### src/rtl/core/sme_pkg.sv
// Shared types and opcode/fault codes for the stack machine execute unit.
`timescale 1ns / 1ps
package sme_pkg;

  typedef enum logic [4:0] {
    OP_PUSH = 5'd0, OP_PUSHR = 5'd1, OP_POPR = 5'd2, OP_ADD = 5'd3,
    OP_SUB = 5'd4, OP_MUL = 5'd5, OP_DIV = 5'd6, OP_SQRT = 5'd7,
    OP_SIN = 5'd8, OP_COS = 5'd9, OP_OUT = 5'd10, OP_JMP = 5'd11,
    OP_JB = 5'd12, OP_JBE = 5'd13, OP_JA = 5'd14, OP_JAE = 5'd15,
    OP_JE = 5'd16, OP_JNE = 5'd17, OP_HLT = 5'd18
  } opcode_t;

  typedef enum logic [2:0] {
    FLT_NONE = 3'd0, FLT_OPCODE = 3'd1, FLT_UNDER = 3'd2, FLT_OVER = 3'd3,
    FLT_DIV0 = 3'd4, FLT_SQRT = 3'd5, FLT_REG = 3'd6
  } fault_t;

  typedef struct packed {
    logic [4:0]         opcode;
    logic signed [31:0] operand;
  } sme_in_t;

  typedef struct packed {
    logic [15:0]        next_ip;
    logic               out_valid;
    logic signed [31:0] out_value;
    logic               halted;
    logic [2:0]         fault;
  } sme_out_t;

endpackage

### src/rtl/core/stack_machine_execute_unit.sv
// Execute unit of a 32-bit stack machine with a memory-based data stack.
//
//   Channel | Signals                      | Payload
//   in      | in_valid, in_ready, in_data  | sme_in_t  (opcode, operand)
//   out     | out_valid, out_ready, out_data | sme_out_t (next_ip ... fault)
//
// One instruction at a time. Most pass through these steps between acceptances:
// accept, read the top of stack, read the second entry, execute and write back,
// then load the output register. div and sqrt add an iterate state in a
// shared one-bit-per-cycle unit.
// Reset clears depth, IP, halt and the register file; stack memory is not
// cleared. The result waits in an output register; a new item is accepted
// once that register is free or being taken.
`timescale 1ns / 1ps
module stack_machine_execute_unit
  import sme_pkg::*;
#(
  parameter int STACK_DEPTH = 64,
  parameter int REG_COUNT   = 8,
  parameter int IP_WIDTH    = 16
) (
  input  logic     clk,
  input  logic     rst,
  input  logic     in_valid,
  output logic     in_ready,
  input  sme_in_t  in_data,
  output logic     out_valid,
  input  logic     out_ready,
  output sme_out_t out_data
);

  localparam int SAW = (STACK_DEPTH > 1) ? $clog2(STACK_DEPTH) : 1;
  localparam int SDW = $clog2(STACK_DEPTH + 1);
  localparam int RAW = (REG_COUNT > 1) ? $clog2(REG_COUNT) : 1;

  typedef enum logic [2:0] {
    S_IDLE, S_RD1, S_RD2, S_EXEC, S_ITER, S_DONE
  } state_t;

  state_t state;
  logic [31:0] stack_mem [STACK_DEPTH];
  logic [31:0] rd_data;
  logic [SAW-1:0] rd_addr;
  logic rd_en;
  logic wr_en;
  logic [SAW-1:0] wr_addr;
  logic [31:0] wr_data;

  logic [31:0] regs [REG_COUNT];
  logic [SDW-1:0] depth;
  logic [IP_WIDTH-1:0] ip;
  logic halt;

  logic [4:0] op;
  logic [31:0] word;
  logic [31:0] a, b;
  logic [5:0] cnt;
  // Shared iterative unit: restoring divide, or digit-by-digit square root.
  logic [31:0] q, rem, x;
  logic [31:0] sq_rem;
  logic [31:0] sq_root;
  logic neg_res;

  // Stack memory: one write port and one registered read port.
  always_ff @(posedge clk) begin
    if (wr_en) begin
      stack_mem[wr_addr] <= wr_data;
    end
    if (rd_en) begin
      rd_data <= stack_mem[rd_addr];
    end
  end

  // The second entry is on the read port during the execute cycle.
  assign b = rd_data;

  logic [IP_WIDTH-1:0] ip_p1, ip_p2, ip_tgt;
  assign ip_p1 = ip + IP_WIDTH'(1);
  assign ip_p2 = ip + IP_WIDTH'(2);
  assign ip_tgt = word[IP_WIDTH-1:0];

  logic reg_bad;
  assign reg_bad = (word >= 32'(REG_COUNT));

  logic [1:0] need;
  logic grows;
  always_comb begin
    need = 2'd0;
    grows = 1'b0;
    case (op) inside
      OP_PUSH, OP_PUSHR: grows = 1'b1;
      OP_POPR, OP_SQRT, OP_SIN, OP_COS, OP_OUT: need = 2'd1;
      [OP_ADD:OP_DIV], [OP_JB:OP_JNE]: need = 2'd2;
      default: need = 2'd0;
    endcase
  end

  logic [2:0] pre_fault;
  always_comb begin
    if (op > OP_HLT) pre_fault = FLT_OPCODE;
    else if ((op == OP_PUSHR || op == OP_POPR) && reg_bad) pre_fault = FLT_REG;
    else if (depth < SDW'(need)) pre_fault = FLT_UNDER;
    else if (grows && depth >= SDW'(STACK_DEPTH)) pre_fault = FLT_OVER;
    else pre_fault = FLT_NONE;
  end

  logic cmp;
  always_comb begin
    case (op)
      OP_JB:   cmp = $signed(a) < $signed(b);
      OP_JBE:  cmp = $signed(a) <= $signed(b);
      OP_JA:   cmp = $signed(a) > $signed(b);
      OP_JAE:  cmp = $signed(a) >= $signed(b);
      OP_JE:   cmp = a == b;
      default: cmp = a != b;
    endcase
  end

  logic [32:0] div_trial;
  logic [31:0] div_shift;
  logic [33:0] sq_trial;
  logic [33:0] sq_shift;
  always_comb begin
    div_shift = {rem[30:0], x[31]};
    div_trial = {1'b0, div_shift} - {1'b0, (a[31] ? -a : a)};
    sq_shift = {sq_rem, x[31:30]};
    sq_trial = sq_shift - {sq_root, 2'b01};
  end

  assign in_ready = (state == S_IDLE) && (!out_valid || out_ready);

  always_ff @(posedge clk) begin
    wr_en <= 1'b0;
    rd_en <= 1'b0;
    if (rst) begin
      state <= S_IDLE;
      depth <= '0;
      ip <= '0;
      halt <= 1'b0;
      out_valid <= 1'b0;
      for (int i = 0; i < REG_COUNT; i++) regs[i] <= '0;
    end else begin
      if (out_valid && out_ready) out_valid <= 1'b0;
      case (state)
        S_IDLE: begin
          if (in_valid && in_ready) begin
            op <= in_data.opcode;
            word <= in_data.operand;
            rd_addr <= SAW'(depth - SDW'(1));
            rd_en <= 1'b1;
            state <= S_RD1;
          end
        end
        S_RD1: begin
          rd_addr <= SAW'(depth - SDW'(2));
          rd_en <= 1'b1;
          state <= S_RD2;
        end
        S_RD2: begin
          a <= rd_data;
          state <= S_EXEC;
        end
        S_EXEC: begin
          out_data.out_valid <= 1'b0;
          out_data.out_value <= '0;
          out_data.fault <= FLT_NONE;
          state <= S_DONE;
          if (halt) begin
            out_data.halted <= 1'b1;
          end else if (pre_fault != FLT_NONE) begin
            halt <= 1'b1;
            out_data.halted <= 1'b1;
            out_data.fault <= pre_fault;
          end else if (op == OP_DIV && a == '0) begin
            halt <= 1'b1;
            out_data.halted <= 1'b1;
            out_data.fault <= FLT_DIV0;
          end else if (op == OP_SQRT && a[31]) begin
            halt <= 1'b1;
            out_data.halted <= 1'b1;
            out_data.fault <= FLT_SQRT;
          end else begin
            out_data.halted <= 1'b0;
            case (op) inside
              OP_HLT: begin
                halt <= 1'b1;
                out_data.halted <= 1'b1;
              end
              OP_PUSH, OP_PUSHR: begin
                wr_en <= 1'b1;
                wr_addr <= SAW'(depth);
                wr_data <= (op == OP_PUSH) ? word : regs[word[RAW-1:0]];
                depth <= depth + SDW'(1);
                ip <= ip_p2;
              end
              OP_POPR: begin
                regs[word[RAW-1:0]] <= a;
                depth <= depth - SDW'(1);
                ip <= ip_p2;
              end
              OP_ADD, OP_SUB, OP_MUL: begin
                wr_en <= 1'b1;
                wr_addr <= SAW'(depth - SDW'(2));
                wr_data <= (op == OP_ADD) ? rd_data + a :
                           (op == OP_SUB) ? rd_data - a : rd_data * a;
                depth <= depth - SDW'(1);
                ip <= ip_p1;
              end
              OP_DIV: begin
                x <= rd_data[31] ? -rd_data : rd_data;
                neg_res <= rd_data[31] ^ a[31];
                rem <= '0;
                q <= '0;
                cnt <= '0;
                state <= S_ITER;
              end
              OP_SQRT: begin
                x <= a;
                sq_rem <= '0;
                sq_root <= '0;
                cnt <= 6'd16;
                state <= S_ITER;
              end
              OP_SIN, OP_COS: begin
                wr_en <= 1'b1;
                wr_addr <= SAW'(depth - SDW'(1));
                wr_data <= (op == OP_COS && a == '0) ? 32'd1 : 32'd0;
                ip <= ip_p1;
              end
              OP_OUT: begin
                out_data.out_valid <= 1'b1;
                out_data.out_value <= a;
                depth <= depth - SDW'(1);
                ip <= ip_p1;
              end
              OP_JMP: ip <= ip_tgt;
              default: begin
                depth <= depth - SDW'(2);
                ip <= cmp ? ip_tgt : ip_p2;
              end
            endcase
          end
        end
        S_ITER: begin
          out_data.halted <= 1'b0;
          if (op == OP_DIV) begin
            x <= {x[30:0], 1'b0};
            if (!div_trial[32]) begin
              rem <= div_trial[31:0];
              q <= {q[30:0], 1'b1};
            end else begin
              rem <= div_shift;
              q <= {q[30:0], 1'b0};
            end
            cnt <= cnt + 6'd1;
            if (cnt == 6'd32) begin
              wr_en <= 1'b1;
              wr_addr <= SAW'(depth - SDW'(2));
              wr_data <= neg_res ? -q : q;
              depth <= depth - SDW'(1);
              ip <= ip_p1;
              state <= S_DONE;
            end
          end else begin
            if (cnt == 6'd0) begin
              wr_en <= 1'b1;
              wr_addr <= SAW'(depth - SDW'(1));
              wr_data <= sq_root;
              ip <= ip_p1;
              state <= S_DONE;
            end else begin
              x <= {x[29:0], 2'b00};
              if (!sq_trial[33]) begin
                sq_rem <= sq_trial[31:0];
                sq_root <= {sq_root[30:0], 1'b1};
              end else begin
                sq_rem <= sq_shift[31:0];
                sq_root <= {sq_root[30:0], 1'b0};
              end
              cnt <= cnt - 6'd1;
            end
          end
        end
        S_DONE: begin
          out_data.next_ip <= 16'(ip);
          out_valid <= 1'b1;
          state <= S_IDLE;
        end
        default: state <= S_IDLE;
      endcase
    end
  end

  // In the divide loop, steps 0..31 build the quotient and step 32 commits
  // it.

  assert property (@(posedge clk) disable iff (rst) in_ready |-> state == S_IDLE)
    else $error("input accepted while busy");
  assert property (@(posedge clk) disable iff (rst) depth <= SDW'(STACK_DEPTH))
    else $error("stack depth beyond capacity");
  assert property (@(posedge clk) disable iff (rst)
    (out_valid && out_data.fault != FLT_NONE) |-> out_data.halted)
    else $error("fault reported without halt");
  assert property (@(posedge clk) disable iff (rst) $rose(halt) |=> $stable(ip))
    else $error("IP moved after halt");

endmodule

### config.mk
export PLATFORM = sky130hd
export DESIGN_NAME = stack_machine_execute_unit
export DESIGN_NICKNAME = d
export VERILOG_FILES = /design/src/rtl/core/sme_pkg.sv /design/src/rtl/core/stack_machine_execute_unit.sv
export SDC_FILE = /design/constraint.sdc
export NUM_CORES = 2
export LEC_CHECK = 0
export BUFFER_PORTS_ARGS = -buffer_cell sky130_fd_sc_hd__buf_4
export CAP_MARGIN = 20
export CORE_UTILIZATION = 55
export DETAILED_ROUTE_END_ITERATION = 8
export GPL_TIMING_DRIVEN = 0
export PLACE_DENSITY = 0.76
export SLEW_MARGIN = 30
export SYNTH_ARGS = -nofsm -noshare
export SYNTH_HDL_FRONTEND = slang
export SYNTH_SLANG_ARGS = --single-unit
### constraint.sdc
create_clock -name clk -period 9.1 [get_ports clk]
set_input_delay 1.82 -clock clk [delete_from_list [all_inputs] [get_ports clk]]
set_output_delay 1.82 -clock clk [all_outputs]
set_load 0.01 [all_outputs]
; ---- Word level (Yosys, flattened, before mapping)
; Memories as Yosys holds them, arrays and structs flattened. A register that Yosys moved wholly into a read port is not among the register bits.
; Index checks and enable logic that the tools add are counted.
[op_classes]
n_addsub = 14
mul = 1
order_cmp = 12
eq_ne = 53
n_mux = 204
n_bitwise = 11
reduce_logical = 43
[op_table]
columns = operator, n
row1 = 32-bit 2-to-1 mux, 58
row2 = 32-bit case mux with 2 select lines, 5
row3 = 16-bit 2-to-1 mux, 17
row4 = 6-bit 2-to-1 mux, 27
row5 = 7-bit 2-to-1 mux, 15
row6 = 32-bit negator, 3
row7 = 31-bit 2-to-1 mux, 2
row8 = 31-bit case mux with 2 select lines, 1
row9 = 1-bit 2-to-1 mux, 52
row10 = "5-bit by 4-bit equality test with 1-bit output, second input constant", 8
row11 = 6-bit case mux with 2 select lines, 3
row12 = 12-bit AND reduction, 3
row13 = 34-bit subtractor, 1
row14 = 33-bit 2-to-1 mux, 1
row15 = 32-bit by 32-bit subtractor with 33-bit output, 1
row16 = 32-bit adder, 1
row17 = 32-bit equality test, 1
row18 = 32-bit >= comparator, 1
row19 = "32-bit by 4-bit >= comparator with 1-bit output, second input constant", 1
row20 = 32-bit greater-than comparator, 1
row21 = 32-bit <= comparator, 1
row22 = 32-bit zero test, 1
row23 = 32-bit less-than comparator, 1
row24 = 32-bit by 32-bit multiplier with 32-bit output, 1
row25 = other kinds (63), 132
[totals]
regBits = 362
ramBits = 2304
input_bits = 41
out_inout_bits = 55
wordCells = 365
memories = 2
[mem_list]
columns = memory, depth, word_bits, read_ports, rd_ports_with_merged_regs, write_ports, line
row1 = stack_mem, 64, 32, 1, 1, 1, stack_machine_execute_unit.sv:41  ; logic [31:0] stack_mem [STACK_DEPTH];
row2 = regs, 8, 32, 1, 1, 8, stack_machine_execute_unit.sv:49  ; logic [31:0] regs [REG_COUNT];

; ---- Depth between registers and ports, before layout
[logic_depth]
ltp_word = 18
depth_mapped = 29
mapped_depth_nobuf = 27

; ---- Worst setup path before layout
; Ideal clock, no wire load.
[synth_path]
path_type = reg-to-reg
startpoint = register op[4]
endpoint = register sq_rem[0] (enable)
setup_ns = 0.582
arrival_time_ns = 7.383
t_required_ns = 8.518
setup_slack_ns = 1.136
stages_incl_launch_ff = 13
n_path_buf = 2
synth_period_minus_slack_ns = 7.964
path_cell_list = edfxtp_1 buf_1 clkbuf_1 mux2i_1 a22oi_1 ha_1 o41a_1 o211a_1 nand3b_1 or2_2 o21a_1 nand3b_1 a211oi_1
[synth_between]
elab_chain_cells = 13
word_cells_on_any_way = 49
cone_classes = 6 x order compare / 21 x eq/ne / 8 x mux / 14 x reduce/logical
[synth_rtl]
columns = item, line
row1 = "start, declared", stack_machine_execute_unit.sv:54  ; logic [4:0] op;
row2 = "start signal, assigned", stack_machine_execute_unit.sv:147  ; op <= in_data.opcode;
row3 = "5-bit by 2-bit >= comparator with 1-bit output (no source line), or another cell as far along", n/a
row4 = 1-bit logical AND (no source line), n/a
row5 = 2-bit OR reduction, stack_machine_execute_unit.sv:90  ; case (op) inside
row6 = 2-bit 2-to-1 mux (3 in series), stack_machine_execute_unit.sv:90
row7 = 7-bit by 2-bit less-than comparator with 1-bit output, stack_machine_execute_unit.sv:102  ; else if (depth < SDW'(need)) pre_fault = FLT_UNDER;
row8 = 2-bit 2-to-1 mux, stack_machine_execute_unit.sv:102
row9 = 3-bit 2-to-1 mux, stack_machine_execute_unit.sv:101  ; else if ((op == OP_PUSHR || op == OP_POPR) && reg_bad) pre_fault = FLT_REG;
row10 = 3-bit 2-to-1 mux, stack_machine_execute_unit.sv:100  ; if (op > OP_HLT) pre_fault = FLT_OPCODE;
row11 = 3-bit nonzero test, stack_machine_execute_unit.sv:170  ; end else if (pre_fault != FLT_NONE) begin
row12 = 2-bit inequality test (no source line), n/a
row13 = 14-bit AND reduction (no source line) (*), n/a
row14 = "end signal, assigned", stack_machine_execute_unit.sv:274  ; sq_rem <= sq_trial[31:0];
row15 = "end signal, assigned", stack_machine_execute_unit.sv:277  ; sq_rem <= sq_shift[31:0];
row16 = "end, declared", stack_machine_execute_unit.sv:60  ; logic [31:0] sq_rem;
; Every way passes the cells marked *; elsewhere a longest branch is shown, timed or not.
; A chain may end at the register's enable or synchronous reset.

; ---- Worst setup path in the final report
[layout_path]
startpoint = register rd_data[4], in the netlist b[4] (read register of stack_mem)
endpoint = register wr_data[25] (data pin)
[layout_between]
elab_chain_cells = 12
word_cells_on_any_way = 14
cone_classes = 2 x add/sub / 1 x mul / 11 x mux
[layout_rtl]
columns = item, line
row1 = "start, declared", stack_machine_execute_unit.sv:42  ; logic [31:0] rd_data;
row2 = 32-bit by 32-bit multiplier with 32-bit output / 32-bit subtractor (equally long branches), stack_machine_execute_unit.sv:205  ; (op == OP_SUB) ? rd_data - a : rd_data * a;
row3 = 32-bit 2-to-1 mux, stack_machine_execute_unit.sv:205
row4 = 32-bit 2-to-1 mux (*), stack_machine_execute_unit.sv:204  ; wr_data <= (op == OP_ADD) ? rd_data + a :
row5 = 32-bit 2-to-1 mux (*) (4 in series), stack_machine_execute_unit.sv:184  ; case (op) inside
row6 = 32-bit 2-to-1 mux (*), stack_machine_execute_unit.sv:178  ; end else if (op == OP_SQRT && a[31]) begin
row7 = 32-bit 2-to-1 mux (*), stack_machine_execute_unit.sv:174  ; end else if (op == OP_DIV && a == '0) begin
row8 = 32-bit 2-to-1 mux (*), stack_machine_execute_unit.sv:170
row9 = 32-bit 2-to-1 mux (*), stack_machine_execute_unit.sv:168  ; if (halt) begin
row10 = 32-bit case mux with 2 select lines (*), stack_machine_execute_unit.sv:144  ; case (state)
row11 = "end signal, assigned", stack_machine_execute_unit.sv:192  ; wr_data <= (op == OP_PUSH) ? word : regs[word[RAW-1:0]];
row12 = "end signal, assigned", stack_machine_execute_unit.sv:204
row13 = "end signal, assigned", stack_machine_execute_unit.sv:227  ; wr_data <= (op == OP_COS && a == '0) ? 32'd1 : 32'd0;
row14 = "end, declared", stack_machine_execute_unit.sv:47  ; logic [31:0] wr_data;
; Every way passes the cells marked *; elsewhere a longest branch is shown, timed or not. The select of a mux whose other input is x is not followed.

==> key figures <==
Logic synthesis
  – Seq/Total Area, Yosys: between 60% and 70%
  – Synth unique cells: 90
  – FF+latch count, synth: around 2700
  – Mapped Area: ~130000 um^2
  – Syn. warnings: 0
  – Synthesized Nets: roughly 9000
  – Share of synthesized registers carrying an async set or reset: 0%
  – Post-Syn Instances: approximately 8300
  – Synthesized area per cell: around 16 um^2
  – Number of flops mapped to enable cells by yosys: around 2700
  – Synth Flop Type: edfxtp_1

Setup path
  – Slowest CP cell: edfxtp_1
  – Reg-to-reg endpoint: wr_data[25]$_DFFE_PP_
  – CP max FO: 10
  – Worst Setup SP: b[4]$_DFFE_PP_
  – WP depth: 26
  – CP bufs+invs: 6
  – CP endpoint: wr_data[25]$_DFFE_PP_
  – CP arrival: ~9600 ps
  – Cell family with most CP delay: adder cells
  – CP Capture Type: flip-flop
  – Worst path most repeated cell: fa_1
  – Worst reg2reg startpoint: b[4]$_DFFE_PP_
  – R2r worst-path depth: 26
  – WP data required: ~9700 ps
  – Max incr delay on CP: 720 ps
  – Crit Path Category: reg -> reg
  – Reg2Reg Setup Slack: approximately 140 ps
  – Startpoint types: flip-flop

Timing
  – Fin. Hold Viols: 0
  – Fin. max-slew vios: 0
  – Hold_ws: approximately 430 ps
  – Min Clock Period, post-route: 8960 ps
  – Period utilisation layout: 98.4%
  – Worst Clk Skew: 115 ps
  – Final setup vio count: 0
  – Setup TNS: 0 ps
  – Max_slew headroom: 22.4%
  – Max Fclk: between 100 and 150 MHz
  – Measured slew at the worst slew-check pin: 1160 ps

Clock tree
  – CTS clock-pin slew for the worst setup and hold paths: roughly 60 ps
  – Total CTS buffers: 287
  – Clock H-tree levels: 5
  – Hold_buf cts: 0
  – Clk root buf: clkbuf_16
  – Worst-case clock buffer depth: 4
  – Worst-Skew Late Latency: 970 ps
  – Clock sinks: ~2700
  – CTS tree: done

Routing
  – Drt first-iter violations: around 14000
  – Final wirelength: about 500000 um
  – Vias per cell: 7.00
  – DRC: 0
  – Vias: around 86000
  – Pre-antenna DRT Iters: 7
  – WL per Instance: about 40 um
  – DRT antenna net count: 0

Global routing
  – Antenna violations before repair: between 40 and 50
  – Number of global-route vias before repair: 86000
  – Total GRT Usage: 41.7%
  – Largest net degree at the start of global routing: 33
  – First-pass GRT wire length: about 700000 um
  – Grt ovf: 0

Placed design
  – RePlAce Congestion: roughly 1.0
  – Hpwl dp: between 300000 and 400000 um
  – I/O Buffers: 95
  – Placed cell count: between 10000 and 15000
  – Post-DP Area: 142000 um^2

Layout
  – Layout cells sized above 1: a little over a fifth
  – Fin area: approximately 150000 um^2
  – Fin cells: 12300
  – Layout area overhead: 15.3%
  – Final net count: slightly below 10000

Floorplanning
  – Core Area: 238000 um^2
  – Top Ports: between 90 and 100
  – Die Height: 491 um
  – Initial Util: a little under three fifths
  – Die area: 241000 um^2
  – Rows: around 180
  – Chip Width: slightly below 500 um

Run status
  – Status: finished, final reports clean

Worst hold path
  – HP Class: reg -> reg

Job
  – Max cap viols: 0
worst min path at each step:
stage | start | slack [ps] | endpoint | cells after the start
final | ip[7]$_SDFFE_PP0P_ | 430 | out_data[44]$_DFFE_PP_ | 0
after global routing | ip[11]$_SDFFE_PP0P_ | 440 | out_data[48]$_DFFE_PP_ | 0
after CTS | ip[11]$_SDFFE_PP0P_ | 430 | out_data[48]$_DFFE_PP_ | 0
after detailed placement | ip[11]$_SDFFE_PP0P_ | 420 | out_data[48]$_DFFE_PP_ | 0
after global placement | ip[11]$_SDFFE_PP0P_ | 420 | out_data[48]$_DFFE_PP_ | 0
after floorplan | ip[6]$_SDFFE_PP0P_ | 410 | out_data[43]$_DFFE_PP_ | 0
cell type report:
| cell class | count | area (um^2) |
|---|---|---|
| antenna | 19 | 47.5 |
| buffer | 524 | 2270 |
| clock buffer | 346 | 7550 |
| clock inverter | 140 | 1620 |
| fill | 16000 | 86200 |
| inverter | 536 | 2050 |
| multi-input combinational | 4538 | 47300 |
| sequential | 2701 | 80800 |
| tap | 3167 | 3960 |
| timing repair buffer | 372 | 5810 |
kinds of logic after synthesis:
group,synth area share [%]
DFF,61.5
xor gates and xnor gates,1.81
adders and majority gates,9.10
and+or+nand+nor,6.21
buffers and inverters,3.07
muxes,13.7
AOI/OAI and AO/OA,4.60
metal layers:
metal / routed length [um] / up-vias / track usage [%]
met5: 382 / - / 0.516
met4: 49200 / 34 / 32.6
met3: 59000 / 1853 / 10.9
met2: 231000 / 7717 / 65.3
met1: 160000 / 43800 / 49.3
li1: - / 33100 / -
Yosys cell counts (50+ instances only):
master | n | area (um^2)
a211oi_1 | 52 | 390
nor4_1 | 116 | 726
ha_1 | 296 | 3700
mux4_2 | 758 | 17100
nor2_1 | 656 | 2460
o21ai_0 | 206 | 1030
buf_1 | 117 | 439
nor3_1 | 259 | 1300
inv_1 | 513 | 1930
mux2i_1 | 78 | 781
fa_1 | 412 | 8250
a21o_1 | 50 | 375
nand2_1 | 433 | 1630
edfxtp_1 | 2668 | 80100
a21oi_1 | 242 | 1210
clkbuf_1 | 393 | 1480
nand3_1 | 76 | 380
xor2_1 | 77 | 674
xnor2_1 | 194 | 1700
o31ai_1 | 58 | 435
flip-flops by register name (all words and copies together) (netlist names), 7 cells and up, named ones only:
signal,cells
q,32
ip,16
wr_data,32
x,32
regs,256
a,32
depth,7
sq_rem,32
b,32
word,32
rem,31
out_data,53
stack_mem,2048
sq_root,32
placed cells by master, fill, tap and decap left out, types with 25 or more instances in the layout:
cell	instances
o21bai_1	25
a31oi_1	25
nor4_1	116
ha_1	296
fa_1	412
nor2_4	65
a21oi_1	237
nand2_1	432
nor3_1	257
o31ai_1	56
clkinv_2	37
nor2_1	589
clkbuf_2	128
a211oi_1	51
nand2b_1	37
xor2_1	72
edfxtp_1	2668
clkbuf_1	325
buf_8	42
xnor2_1	189
buf_6	64
o21ai_0	195
and2_1	48
buf_4	132
nor2b_1	35
clkbuf_16	291
o211ai_1	28
nand3_1	76
buf_16	122
a21o_1	50
inv_1	508
buf_1	42
clkinv_1	51
mux2i_1	78
o22ai_1	34
bufinv_16	33
nand4_1	28
mux4_2	758
buf_2	73
dfxtp_1	32
timing repair:
action,4_1_cts,5_1_grt
buffers inserted,7,18
pin swaps,3,0
resized for setup,75,63
endpoints found under the setup margin,21,16
per-stage QoR:
stage	util (%)	setup WS [ps]
floorplan	-	1140
global placement	57.2	-2730
detailed placement	59.6	-1700
CTS	63.6	1.79
global route	63.7	-14.5
finish	63.7	142
Power is left out: the tool's default activity adds up to more than one toggle a clock period on the data nets, which glitch-free logic cannot reach.
